===== config.mk =====
export PLATFORM = sky130hd
export DESIGN_NAME = ratiometric_divider_with_send_on_delta_core_flat
export DESIGN_NICKNAME = d
export VERILOG_FILES = /design/src/design/rdsod_pkg.sv /design/src/design/rdsod_in_if.sv /design/src/design/rdsod_out_if.sv /design/src/design/rdsod_datapath.sv /design/src/design/rdsod_ctrl.sv /design/src/design/ratiometric_divider_with_send_on_delta_core.sv /design/src/flat_wrapper.sv
export SDC_FILE = /design/constraint.sdc
export NUM_CORES = 2
export LEC_CHECK = 0
export BUFFER_PORTS_ARGS = -buffer_cell sky130_fd_sc_hd__buf_2
export CORE_ASPECT_RATIO = 0.6
export CORE_MARGIN = 2
export CORE_UTILIZATION = 40
export DETAILED_ROUTE_END_ITERATION = 8
export MAX_ROUTING_LAYER = met4
export PLACE_DENSITY = 0.56
export SLEW_MARGIN = 40
export SYNTH_ARGS = -nofsm -noshare
export SYNTH_HDL_FRONTEND = slang
export SYNTH_SLANG_ARGS = --single-unit

===== constraint.sdc =====
create_clock -name clk -period 8.7 [get_ports clk]
set_input_delay 2.61 -clock clk [delete_from_list [all_inputs] [get_ports clk]]
set_output_delay 2.61 -clock clk [all_outputs]
set_load 0.01 [all_outputs]

===== src/design/rdsod_pkg.sv =====
// Shared types and constants for the ratiometric divider with send-on-delta.
`default_nettype none
package rdsod_pkg;

  localparam int SAMPLE_W    = 11;
  localparam int SUM_W       = 15;
  localparam int COUNT_W     = 5;
  localparam int RES_W       = 20;
  localparam int READING_W   = 32;
  localparam int CFG_INDEX_W = 3;
  localparam int CFG_DATA_W  = 32;
  localparam int FRAC_BITS   = 8;
  localparam int RATIO_SHIFT = 18;
  localparam int NEAR_LIMIT  = 20;
  localparam int NUM_W       = RES_W + SUM_W + FRAC_BITS;
  localparam int DIV_CNT_W   = $clog2(NUM_W);

  localparam logic [COUNT_W-1:0] DEFAULT_COUNT = COUNT_W'(10);
  localparam logic [COUNT_W-1:0] MAX_COUNT     = COUNT_W'(16);

  typedef enum logic [CFG_INDEX_W-1:0] {
    REG_SAMPLE_COUNT    = 3'd0,
    REG_UPPER_RESISTOR  = 3'd1,
    REG_LOWER_RESISTOR  = 3'd2,
    REG_DELTA_THRESHOLD = 3'd3,
    REG_DELTA_ENABLE    = 3'd4
  } cfg_reg_t;

  typedef struct packed {
    logic accept;
    logic load_div;
    logic div_step;
    logic emit;
  } dp_cmd_t;

  typedef struct packed {
    logic group_end;
    logic skip;
    logic div_last;
    logic zero_result;
    logic out_full;
  } dp_status_t;

endpackage
`default_nettype wire


===== src/design/rdsod_in_if.sv =====
// Sample pair channel: valid, ready and one pair of converter samples.
`default_nettype none
interface rdsod_in_if;
  logic                          valid;
  logic                          ready;
  logic [rdsod_pkg::SAMPLE_W-1:0] ref_sample;
  logic [rdsod_pkg::SAMPLE_W-1:0] meas_sample;
  logic                          force_post;

  modport source (output valid, output ref_sample, output meas_sample, output force_post,
                  input ready);
  modport sink (input valid, input ref_sample, input meas_sample, input force_post,
                output ready);
endinterface
`default_nettype wire


===== src/design/rdsod_out_if.sv =====
// Result channel: valid, ready, reading and post flag.
`default_nettype none
interface rdsod_out_if;
  logic                           valid;
  logic                           ready;
  logic [rdsod_pkg::READING_W-1:0] reading;
  logic                           post;

  modport source (output valid, output reading, output post, input ready);
  modport sink (input valid, input reading, input post, output ready);
endinterface
`default_nettype wire


===== src/design/rdsod_datapath.sv =====
// Datapath: config registers, accumulators, multiplier, serial divider, output register.
`default_nettype none
module rdsod_datapath (
  input  wire logic                              clk,
  input  wire logic                              rst,
  input  wire logic                              cfg_wr_en,
  input  wire logic [rdsod_pkg::CFG_INDEX_W-1:0] cfg_index,
  input  wire logic [rdsod_pkg::CFG_DATA_W-1:0]  cfg_wdata,
  input  wire logic [rdsod_pkg::SAMPLE_W-1:0]    ref_sample,
  input  wire logic [rdsod_pkg::SAMPLE_W-1:0]    meas_sample,
  input  wire logic                              force_post,
  input  wire logic                              out_ready,
  output logic                                   out_valid,
  output logic [rdsod_pkg::READING_W-1:0]        out_reading,
  output logic                                   out_post,
  input  wire rdsod_pkg::dp_cmd_t                cmd,
  output rdsod_pkg::dp_status_t                  status
);
  import rdsod_pkg::*;

  logic [COUNT_W-1:0]   sample_count;
  logic [RES_W-1:0]     upper_resistor;
  logic [RES_W-1:0]     lower_resistor;
  logic [READING_W-1:0] delta_threshold;
  logic                 delta_enable;

  logic [SUM_W-1:0]     ref_sum;
  logic [SUM_W-1:0]     meas_sum;
  logic [COUNT_W-1:0]   samples_taken;
  logic [READING_W-1:0] last_posted;
  logic                 last_posted_valid;

  logic [SUM_W-1:0]     r_hold;
  logic [SUM_W-1:0]     m_hold;
  logic                 force_hold;
  logic [NUM_W-1:0]     num;
  logic [SUM_W-1:0]     divisor;
  logic [SUM_W-1:0]     rem;
  logic [DIV_CNT_W-1:0] div_cnt;

  logic [COUNT_W-1:0]   eff_n;
  logic [SUM_W-1:0]     ref_sum_next;
  logic [SUM_W-1:0]     meas_sum_next;
  logic [COUNT_W-1:0]   samples_taken_next;
  logic [SUM_W:0]       near_sum;
  logic                 clamp;
  logic                 both_set;
  logic                 upper_only;
  logic                 lower_only;
  logic [SUM_W-1:0]     diff_rm;
  logic [RES_W-1:0]     mul_a;
  logic [SUM_W-1:0]     mul_b;
  logic [RES_W+SUM_W-1:0] product;
  logic [NUM_W-1:0]     num_load;
  logic [SUM_W-1:0]     divisor_load;
  logic [SUM_W:0]       rem_sh;
  logic                 rem_ge;
  logic [READING_W-1:0] reading_sat;
  logic [READING_W-1:0] delta;
  logic                 post_calc;

  always_comb begin
    priority if (sample_count == '0) begin
      eff_n = COUNT_W'(1);
    end else if (sample_count > MAX_COUNT) begin
      eff_n = MAX_COUNT;
    end else begin
      eff_n = sample_count;
    end
  end

  assign ref_sum_next       = ref_sum + SUM_W'(ref_sample);
  assign meas_sum_next      = meas_sum + SUM_W'(meas_sample);
  assign samples_taken_next = samples_taken + COUNT_W'(1);
  assign near_sum           = {1'b0, meas_sum_next} + ((SUM_W+1)'(eff_n) * (SUM_W+1)'(NEAR_LIMIT));
  assign clamp              = near_sum >= {1'b0, ref_sum_next};

  assign both_set   = (upper_resistor != '0) && (lower_resistor != '0);
  assign upper_only = (upper_resistor != '0) && (lower_resistor == '0);
  assign lower_only = (upper_resistor == '0) && (lower_resistor != '0);
  assign diff_rm    = r_hold - m_hold;

  assign mul_a   = upper_only ? upper_resistor : lower_resistor;
  assign mul_b   = upper_only ? m_hold : diff_rm;
  assign product = (RES_W+SUM_W)'(mul_a) * (RES_W+SUM_W)'(mul_b);

  assign num_load = both_set ? NUM_W'({m_hold, {RATIO_SHIFT{1'b0}}})
                             : {product, {FRAC_BITS{1'b0}}};
  assign divisor_load = both_set ? r_hold : (upper_only ? diff_rm : m_hold);

  assign rem_sh = {rem, num[NUM_W-1]};
  assign rem_ge = rem_sh >= {1'b0, divisor};

  assign reading_sat = (num[NUM_W-1:READING_W] != '0) ? '1 : num[READING_W-1:0];
  assign delta       = (last_posted >= reading_sat) ? (last_posted - reading_sat)
                                                    : (reading_sat - last_posted);
  assign post_calc   = force_hold ||
                       (delta_enable && last_posted_valid && (delta > delta_threshold));

  assign status.group_end   = samples_taken_next >= eff_n;
  assign status.skip        = (r_hold == '0) || !(both_set || upper_only || lower_only) ||
                              (upper_only && (m_hold == r_hold)) ||
                              (lower_only && (m_hold == '0));
  assign status.div_last    = div_cnt == DIV_CNT_W'(NUM_W - 1);
  assign status.zero_result = !both_set && (num == '0);
  assign status.out_full    = out_valid;

  always_ff @(posedge clk) begin
    if (rst) begin
      sample_count      <= DEFAULT_COUNT;
      upper_resistor    <= '0;
      lower_resistor    <= '0;
      delta_threshold   <= '0;
      delta_enable      <= 1'b0;
      ref_sum           <= '0;
      meas_sum          <= '0;
      samples_taken     <= '0;
      last_posted       <= '0;
      last_posted_valid <= 1'b0;
      out_valid         <= 1'b0;
    end else begin
      if (cfg_wr_en) begin
        unique case (cfg_reg_t'(cfg_index))
          REG_SAMPLE_COUNT:    sample_count    <= cfg_wdata[COUNT_W-1:0];
          REG_UPPER_RESISTOR:  upper_resistor  <= cfg_wdata[RES_W-1:0];
          REG_LOWER_RESISTOR:  lower_resistor  <= cfg_wdata[RES_W-1:0];
          REG_DELTA_THRESHOLD: delta_threshold <= cfg_wdata[READING_W-1:0];
          REG_DELTA_ENABLE:    delta_enable    <= cfg_wdata[0];
          default: ;
        endcase
      end
      if (cmd.accept) begin
        if (status.group_end) begin
          ref_sum       <= '0;
          meas_sum      <= '0;
          samples_taken <= '0;
        end else begin
          ref_sum       <= ref_sum_next;
          meas_sum      <= meas_sum_next;
          samples_taken <= samples_taken_next;
        end
      end
      if (cmd.emit) begin
        out_valid <= 1'b1;
        if (delta_enable && post_calc) begin
          last_posted       <= reading_sat;
          last_posted_valid <= 1'b1;
        end
      end else if (out_ready) begin
        out_valid <= 1'b0;
      end
    end
  end

  always_ff @(posedge clk) begin
    if (cmd.accept && status.group_end) begin
      r_hold     <= ref_sum_next;
      m_hold     <= clamp ? ref_sum_next : meas_sum_next;
      force_hold <= force_post;
    end
    if (cmd.load_div) begin
      num     <= num_load;
      divisor <= divisor_load;
      rem     <= '0;
      div_cnt <= '0;
    end else if (cmd.div_step) begin
      num     <= {num[NUM_W-2:0], rem_ge};
      rem     <= rem_ge ? SUM_W'(rem_sh - {1'b0, divisor}) : rem_sh[SUM_W-1:0];
      div_cnt <= div_cnt + DIV_CNT_W'(1);
    end
    if (cmd.emit) begin
      out_reading <= reading_sat;
      out_post    <= post_calc;
    end
  end

endmodule
`default_nettype wire


===== src/design/rdsod_ctrl.sv =====
// Controller: sequences accumulate, multiply, divide and result transfer.
`default_nettype none
module rdsod_ctrl (
  input  wire logic                   clk,
  input  wire logic                   rst,
  input  wire logic                   in_valid,
  output logic                        in_ready,
  output rdsod_pkg::dp_cmd_t          cmd,
  input  wire rdsod_pkg::dp_status_t  status
);
  import rdsod_pkg::*;

  typedef enum logic [1:0] {
    S_IDLE,
    S_MUL,
    S_DIV,
    S_POST
  } state_t;

  state_t state;

  assign in_ready     = state == S_IDLE;
  assign cmd.accept   = (state == S_IDLE) && in_valid;
  assign cmd.load_div = (state == S_MUL) && !status.skip;
  assign cmd.div_step = state == S_DIV;
  assign cmd.emit     = (state == S_POST) && !status.zero_result && !status.out_full;

  always_ff @(posedge clk) begin
    if (rst) begin
      state <= S_IDLE;
    end else begin
      unique case (state)
        S_IDLE: begin
          if (in_valid && status.group_end) state <= S_MUL;
        end
        S_MUL: begin
          state <= status.skip ? S_IDLE : S_DIV;
        end
        S_DIV: begin
          if (status.div_last) state <= S_POST;
        end
        S_POST: begin
          if (status.zero_result || !status.out_full) state <= S_IDLE;
        end
        default: state <= S_IDLE;
      endcase
    end
  end

endmodule
`default_nettype wire


===== src/design/ratiometric_divider_with_send_on_delta_core.sv =====
// Top level of the ratiometric divider with send-on-delta posting.
// Usage:
//   samples: one transfer per converter sample pair (reference, measured,
//   force_post). Pairs are summed until sample_count pairs are in (zero acts
//   as one, more than 16 as 16); the pair that closes a group may produce one
//   transfer on results. A pair that does not close a group leaves ready high.
//   A pair that closes a group holds ready low for the computation: the
//   multiply state, the one-bit-per-cycle serial divider and the post state,
//   which forms the post flag and waits while the output register is full;
//   the next pair is taken once the controller is back in idle.
//   Groups with no defined result, or a zero result outside ratio mode, release
//   ready after the multiply state or after the divider, and produce no transfer.
//   results: an output register holds the reading; while the receiver stalls,
//   further pairs are still taken, and a later group result waits in the
//   controller until the register is free.
//   cfg: registers are written by index at any edge with cfg_wr_en high; the user must write
//   them only while the block is idle, which the block does not enforce. Reset (rst, synchronous)
//   clears the sums, the last posted value and out_valid, and restores register defaults.
`default_nettype none
module ratiometric_divider_with_send_on_delta_core (
  input  wire logic                              clk,
  input  wire logic                              rst,
  input  wire logic                              cfg_wr_en,
  input  wire logic [rdsod_pkg::CFG_INDEX_W-1:0] cfg_index,
  input  wire logic [rdsod_pkg::CFG_DATA_W-1:0]  cfg_wdata,
  rdsod_in_if.sink                               samples,
  rdsod_out_if.source                            results
);
  import rdsod_pkg::*;

  dp_cmd_t    cmd;
  dp_status_t status;
  logic       in_ready;

  assign samples.ready = in_ready;

  rdsod_ctrl u_ctrl (
    .clk      (clk),
    .rst      (rst),
    .in_valid (samples.valid),
    .in_ready (in_ready),
    .cmd      (cmd),
    .status   (status)
  );

  rdsod_datapath u_datapath (
    .clk         (clk),
    .rst         (rst),
    .cfg_wr_en   (cfg_wr_en),
    .cfg_index   (cfg_index),
    .cfg_wdata   (cfg_wdata),
    .ref_sample  (samples.ref_sample),
    .meas_sample (samples.meas_sample),
    .force_post  (samples.force_post),
    .out_ready   (results.ready),
    .out_valid   (results.valid),
    .out_reading (results.reading),
    .out_post    (results.post),
    .cmd         (cmd),
    .status      (status)
  );

endmodule
`default_nettype wire


===== src/flat_wrapper.sv =====
// flat-port wrapper written by rule: the top's interface ports become plain ports
module ratiometric_divider_with_send_on_delta_core_flat import rdsod_pkg::*;
  (clk, rst, cfg_wr_en, cfg_index, cfg_wdata, samples_valid, samples_ref_sample, samples_meas_sample, samples_force_post, samples_ready, results_valid, results_reading, results_post, results_ready);
  rdsod_in_if samples_i ();
  rdsod_out_if results_i ();
  input  wire logic clk;
  input  wire logic rst;
  input  wire logic cfg_wr_en;
  input  wire logic [rdsod_pkg::CFG_INDEX_W-1:0] cfg_index;
  input  wire logic [rdsod_pkg::CFG_DATA_W-1:0] cfg_wdata;
  input wire logic [$bits(samples_i.valid)-1:0] samples_valid;
  input wire logic [$bits(samples_i.ref_sample)-1:0] samples_ref_sample;
  input wire logic [$bits(samples_i.meas_sample)-1:0] samples_meas_sample;
  input wire logic [$bits(samples_i.force_post)-1:0] samples_force_post;
  output wire logic [$bits(samples_i.ready)-1:0] samples_ready;
  output wire logic [$bits(results_i.valid)-1:0] results_valid;
  output wire logic [$bits(results_i.reading)-1:0] results_reading;
  output wire logic [$bits(results_i.post)-1:0] results_post;
  input wire logic [$bits(results_i.ready)-1:0] results_ready;
  assign samples_i.valid = samples_valid;
  assign samples_i.ref_sample = samples_ref_sample;
  assign samples_i.meas_sample = samples_meas_sample;
  assign samples_i.force_post = samples_force_post;
  assign samples_ready = samples_i.ready;
  assign results_valid = results_i.valid;
  assign results_reading = results_i.reading;
  assign results_post = results_i.post;
  assign results_i.ready = results_ready;
  ratiometric_divider_with_send_on_delta_core u_core (.clk(clk), .rst(rst), .cfg_wr_en(cfg_wr_en), .cfg_index(cfg_index), .cfg_wdata(cfg_wdata), .samples(samples_i), .results(results_i));
endmodule

# == Yosys cells after proc, flatten, opt, wreduce, memory -nomap -nowiden ==
# Index checks and enable logic that the tools add are counted.
# classes
mux,23
n_eq_ne,12
magnitude_cmp,6
reduce_logical,47
add_sub_neg,9
multipliers,2
# ops
cell,n
2-to-1 mux 43 bit,3
2-to-1 mux 15 bit,7
2-to-1 mux 32 bit,2
subtractor 32 bit,2
logical NOT 43 bit,1
logical NOT 20 bit,2
nonzero test 20 bit,2
multiplier 20 x 15 -> 35 bit,1
>= comparator 16 x 15 -> 1 bit,2
>= comparator 32 bit,1
> comparator 32 bit,1
adder 15 x 11 -> 15 bit,2
logical NOT 15 bit,2
subtractor 15 bit,2
2-to-1 mux 20 bit,1
adder 15 x 10 -> 16 bit,1
equality test 15 bit,1
logical AND 1 bit,15
2-to-1 mux 5 bit,3
AND reduction 2 bit,6
nonzero test 11 bit,1
"multiplier 5 x 3 -> 8 bit, second input constant",1
2-to-1 mux 2 bit,4
case mux 2 bit (4 select lines),1
20 further kinds,35
# totals
inputBits,63
output_inout_bits,35
wordCells,120
regBits,292

# == Depth between registers and ports, before layout ==
# logic_depth
depth_word,11
mapped_depth,36
depth_no_buf,35

# == By module ==
# From an unflattened synthesis, not the netlist that was laid out.
# hier_totals
cells_unflattened,3422
area_unflattened_um2,29060.4
# by_module_without_submodules
mod,seq_area_each_um2,cells_per_inst,area_each_um2,n_inst
rdsod_datapath,7026.7,3406,28916.5,1
rdsod_ctrl,40.0,16,143.9,1

# == Worst setup path before layout ==
# No wires, ideal clock.
# synth_timing
kind,register -> register
from,register u_core.u_datapath.r_hold[0]
to,"register u_core.u_datapath.num[41], data pin"
t_required_ns,8.444
synth_period_minus_slack_ns,8.269
arrival_time_ns,8.013
n_path_buf,2
stages_incl_launch_ff,34
setup_time_ns,0.256
path_slack_ns,0.431
path_cell_list,edfxtp_1 > inv_1 > ha_1 > inv_1 > fa_1 > a21o_1 > a21oi_1 > nand2b_1 > a21o_1 > o311ai_1 > and3_1 > o21ai_1 > xor2_1 > clkbuf_1 > nor2_1 > fa_1 > fa_1 > fa_1 > fa_1 > fa_1 > inv_1 > fa_1 > inv_1 > ha_1 > clkbuf_1 > a21o_1 > a31o_1 > a211o_1 > o221ai_1 > nand2_1 > a311o_1 > a31oi_1 > xnor2_1 > a22o_1
# synth_between
elab_chain_len,7
word_cells_on_any_way,13
cone_classes,add/sub: 1; mul: 1; eq/ne: 1; mux: 3; reduce/logical: 7
# synth_lines
item,line_no,text
"start, declared",rdsod_datapath.sv:33,logic [SUM_W-1:0] r_hold;
"start signal, assigned",rdsod_datapath.sv:157,r_hold <= ref_sum_next;
branches (longest 6 deep; another with multiplier 20 x 15 -> 35 bit),-,
2-to-1 mux 43 bit (*),rdsod_datapath.sv:161,if (cmd.load_div) begin
"end signal, assigned",rdsod_datapath.sv:162,num <= num_load;
"end signal, assigned",rdsod_datapath.sv:167,"num <= {num[NUM_W-2:0], rem_ge};"
"end, declared",rdsod_datapath.sv:36,logic [NUM_W-1:0] num;
# Mark *: on every way between the ends.
# A chain may end at the register's enable or synchronous reset.

# == Worst setup path in the final report ==
# layout_timing
from,register u_core.u_datapath.r_hold[0]
to,"register u_core.u_datapath.num[39], data pin"
# Same word-level chain as after synthesis.

==> results.md <==
- Outcome: finished, final reports clean
- Max-capacitance violation count: 0
- Ys flop type: dfxtp_1
- Worst setup SP type: register
- Lkg Pwr: 14.08 nW
- Initial DRC Count: 2197
- Mapped Avg Cell Area: 8.403 µm²
- Synth cell types: 84
- Longest Clk Path Bufs: 3
- WP data required: 9.05 ns
- Post-Syn Instances: 3421
- H-tree depth reported by CTS: 1
- R2r endpoint: u_core.u_datapath.num[39]
- Pre-Repair DR Iteration Count: 7
- Core area: 71410 µm²
- Port Buffers: 97
- Slew Viols, Final: 0
- Seq/Total Area, Yosys: 0.2458
- Leading post-synthesis cells by cell area: fa_1 (17%), edfxtp_1 (13%), ha_1 (12%)
- Worst Path Max Fanout: 4
- Initial antenna violation count: 4
- Asr flop ratio synth: 0
- IO Pins: 98
- WHS Endpoint: u_core.u_datapath.delta_threshold[10]
- # fillers: 7134
- CP arrival: 8.67 ns
- Share of the synthesized area in the top cell type: 0.1671
- Post-Place Worst Slack: 0.03953 ns
- Slowest stage cell, crit path: fa_1
- Clock Tree Root: clkbuf_16
- Combined area of the multi-input logic cells: 19650 µm²
- Achievable Freq: 120.1 MHz
- Top-count cell post-synth: nand2_1
- Critical path's largest stage delay: 0.54 ns
- Number of synthesized flops with an enable pin: 122
- Detailed placer's ending HPWL: 76850 µm
- Clock Skews: 0.03158 ns
- PnR Total Power: 4.841 mW
- Total number of vias: 24120
- WL/cell: 20.89 µm
- Number of nets with antenna violations after routing: 0
- Clock sinks: 292
- Die Y: 211.6 µm
- Row count: 76
- Area Growth Syn to Fin: 11.72%
- Min-Delay Path Class: register to register
- TritonCTS buffer count: 29
- Post-Place Cells: 4456
- Fin crit share: 0.9570
- Final setup fails: 0
- Synth Register Bits: 292
- Worst-path clk slew: 0.07 ns
- WHS: 0.4566 ns
- Final nets: 4102
- Total congestion overflow: 0
- Vias per cell: 5.340
- Setup_tns: 0 ns
- CTS tree: yes
- Mapped cell area: 28750 µm²
- R2r startpoint: u_core.u_datapath.r_hold[0]
- Hold Path Stages: 2
- Crit path kind: register to register
- P per Cell Area: 150.7 nW/µm²
- Layout cells sized above 1: 0.09466
- Vias in the first global route: 22740
- Die X: 350.1 µm
- Net Count, Synth: 4006
- Flop-to-flop setup slack: 0.37 ns
- Fin crit period: 8.326 ns
- Min-Delay Startpoint: u_core.u_datapath.delta_threshold[10]
- Most frequent CP cell: fa_1
- Routability Congestion: 0.9834
- Buffers & Inverters on Critical Path: 5
- Setup crit end kind: register
- First-pass GRT wire length: 142000 µm
- Worst-Margin Slew: 0.9406 ns
- CP delay by family, top: adder cells
- Sequential cell area: 7067 µm²
- Die ar.: 74090 µm²
- Largest net degree at the start of global routing: 78
- Setup WS post-layout: 0.3744 ns
- Post-route DRC: 0
- Relative slew slack: 0.3729
- Post-Layout Cell Count: 4517
- R2R cell count: 31
- Gr usage total: 0.2598
- Final Hold Viols: 0
- Yosys top cell by area: fa_1
- Initial Util: 0.4025
- Clock Latency Late Sink: 0.60 ns
- Total Wirelength: 94380 µm
- Yosys warns: 0
- Max VDD drop: 0.0001351 V
- Synth top cells by count: nand2_1 (498), inv_1 (426), nor2_1 (316)
- Levels on crit path: 31
[metrics by stage]
stage / instance area, µm² / utilization
2_1_floorplan: 28750 / -
3_3_place_gp: 30860 / 0.4322
3_5_place_dp: 30890 / 0.4326
4_1_cts: 31940 / 0.4473
5_1_grt: 32110 / 0.4497
6_report: 32110 / 0.4497
[registers in the layout, indices dropped and copies added, names as in the netlist, 20 cells and up, named ones only]
signal	flops
u_core.u_datapath.last_posted	32
u_core.u_datapath.num	43
u_core.u_datapath.upper_resistor	20
u_core.u_datapath.out_reading	32
u_core.u_datapath.lower_resistor	20
u_core.u_datapath.delta_threshold	32
[how the worst max path moves through the flow]
stage,start,endpoint,slack (ns)
finish,u_core.u_datapath.r_hold[0],u_core.u_datapath.num[39],0.37
global placement,u_core.u_datapath.m_hold[1],u_core.u_datapath.num[41],0.06
detailed placement,u_core.u_datapath.m_hold[1],u_core.u_datapath.num[41],0.04
floorplan,u_core.u_datapath.r_hold[0],u_core.u_datapath.num[41],0.43
CTS,u_core.u_datapath.m_hold[1],u_core.u_datapath.num[41],0.03
global route,u_core.u_datapath.m_hold[8],u_core.u_datapath.num[36],-0.02
[routing by layer]
| metal | global-route usage | wire, µm |
|---|---|---|
| met3 | 0.1222 | 12710 |
| met4 | 0.02393 | 829 |
| met2 | 0.3258 | 34380 |
| met1 | 0.3817 | 46460 |
| met5 | - | 0 |
[cell families after synthesis]
group	Yosys count	share of synthesized area
simple gates	1097	0.1655
compound gates	747	0.1631
buf+inv	579	0.07648
fa+ha+maj	522	0.2899
flops	292	0.2458
xor+xnor	126	0.03839
mux	57	0.02063
other cells	1	0.0001305
[timing repair]
item / CTS / global route
setup buffers: 0 / 5
resized for setup: 0 / 28
hold buffers: 0 / 0
endpoints found under the setup margin: 0 / 16
[where the power goes]
part / switching [mW] / leakage [nW] / total, mW / internal [mW]
combinational: 1.09 / 11.2 / 1.84 / 0.753
sequential: 0.0528 / 2.37 / 1.57 / 1.52
clock: 0.592 / 0.503 / 1.43 / 0.833
[cells in the final DEF (no fill, tap or decap), drive strengths merged, types with 24 or more instances in the layout]
master and n:
nor2 316, mux2i 39, a211oi 60, nand2b 24
xnor2 81, a21o 67, nor4 29, ha 282
a21oi 272, clkbuf 32, buf 217, nor3 36
dfxtp 170, and2 29, nand2 498, xor2 45
edfxtp 122, a31oi 24, fa 240, nand3 57
o21ai 149, nand4 29, inv 428, and3 25
[final cells by class]
cell class	count	share of cell area
diodes	3	0.0002338
clock buffers	32	0.02357
clock inverters	21	0.009000
inverters	427	0.04995
multi-input cells	2550	0.6120
flip-flops and latches	292	0.2200
well taps	975	0.03799
repair buffers	217	0.04722
[worst register-to-register path, delay by kind of cell (launching register included)]
kind                     cells  cell delay [ns]
AO/OA/AOI/OAI               11             2.42
AND/OR/NAND/NOR              4             0.63
adder cells (fa/ha/maj)      9             3.94
flip-flops                   1             0.39
XOR/XNOR                     2             0.35
buffers and inverters        5             0.39
Note: power is estimated with default switching activity, not from simulation.
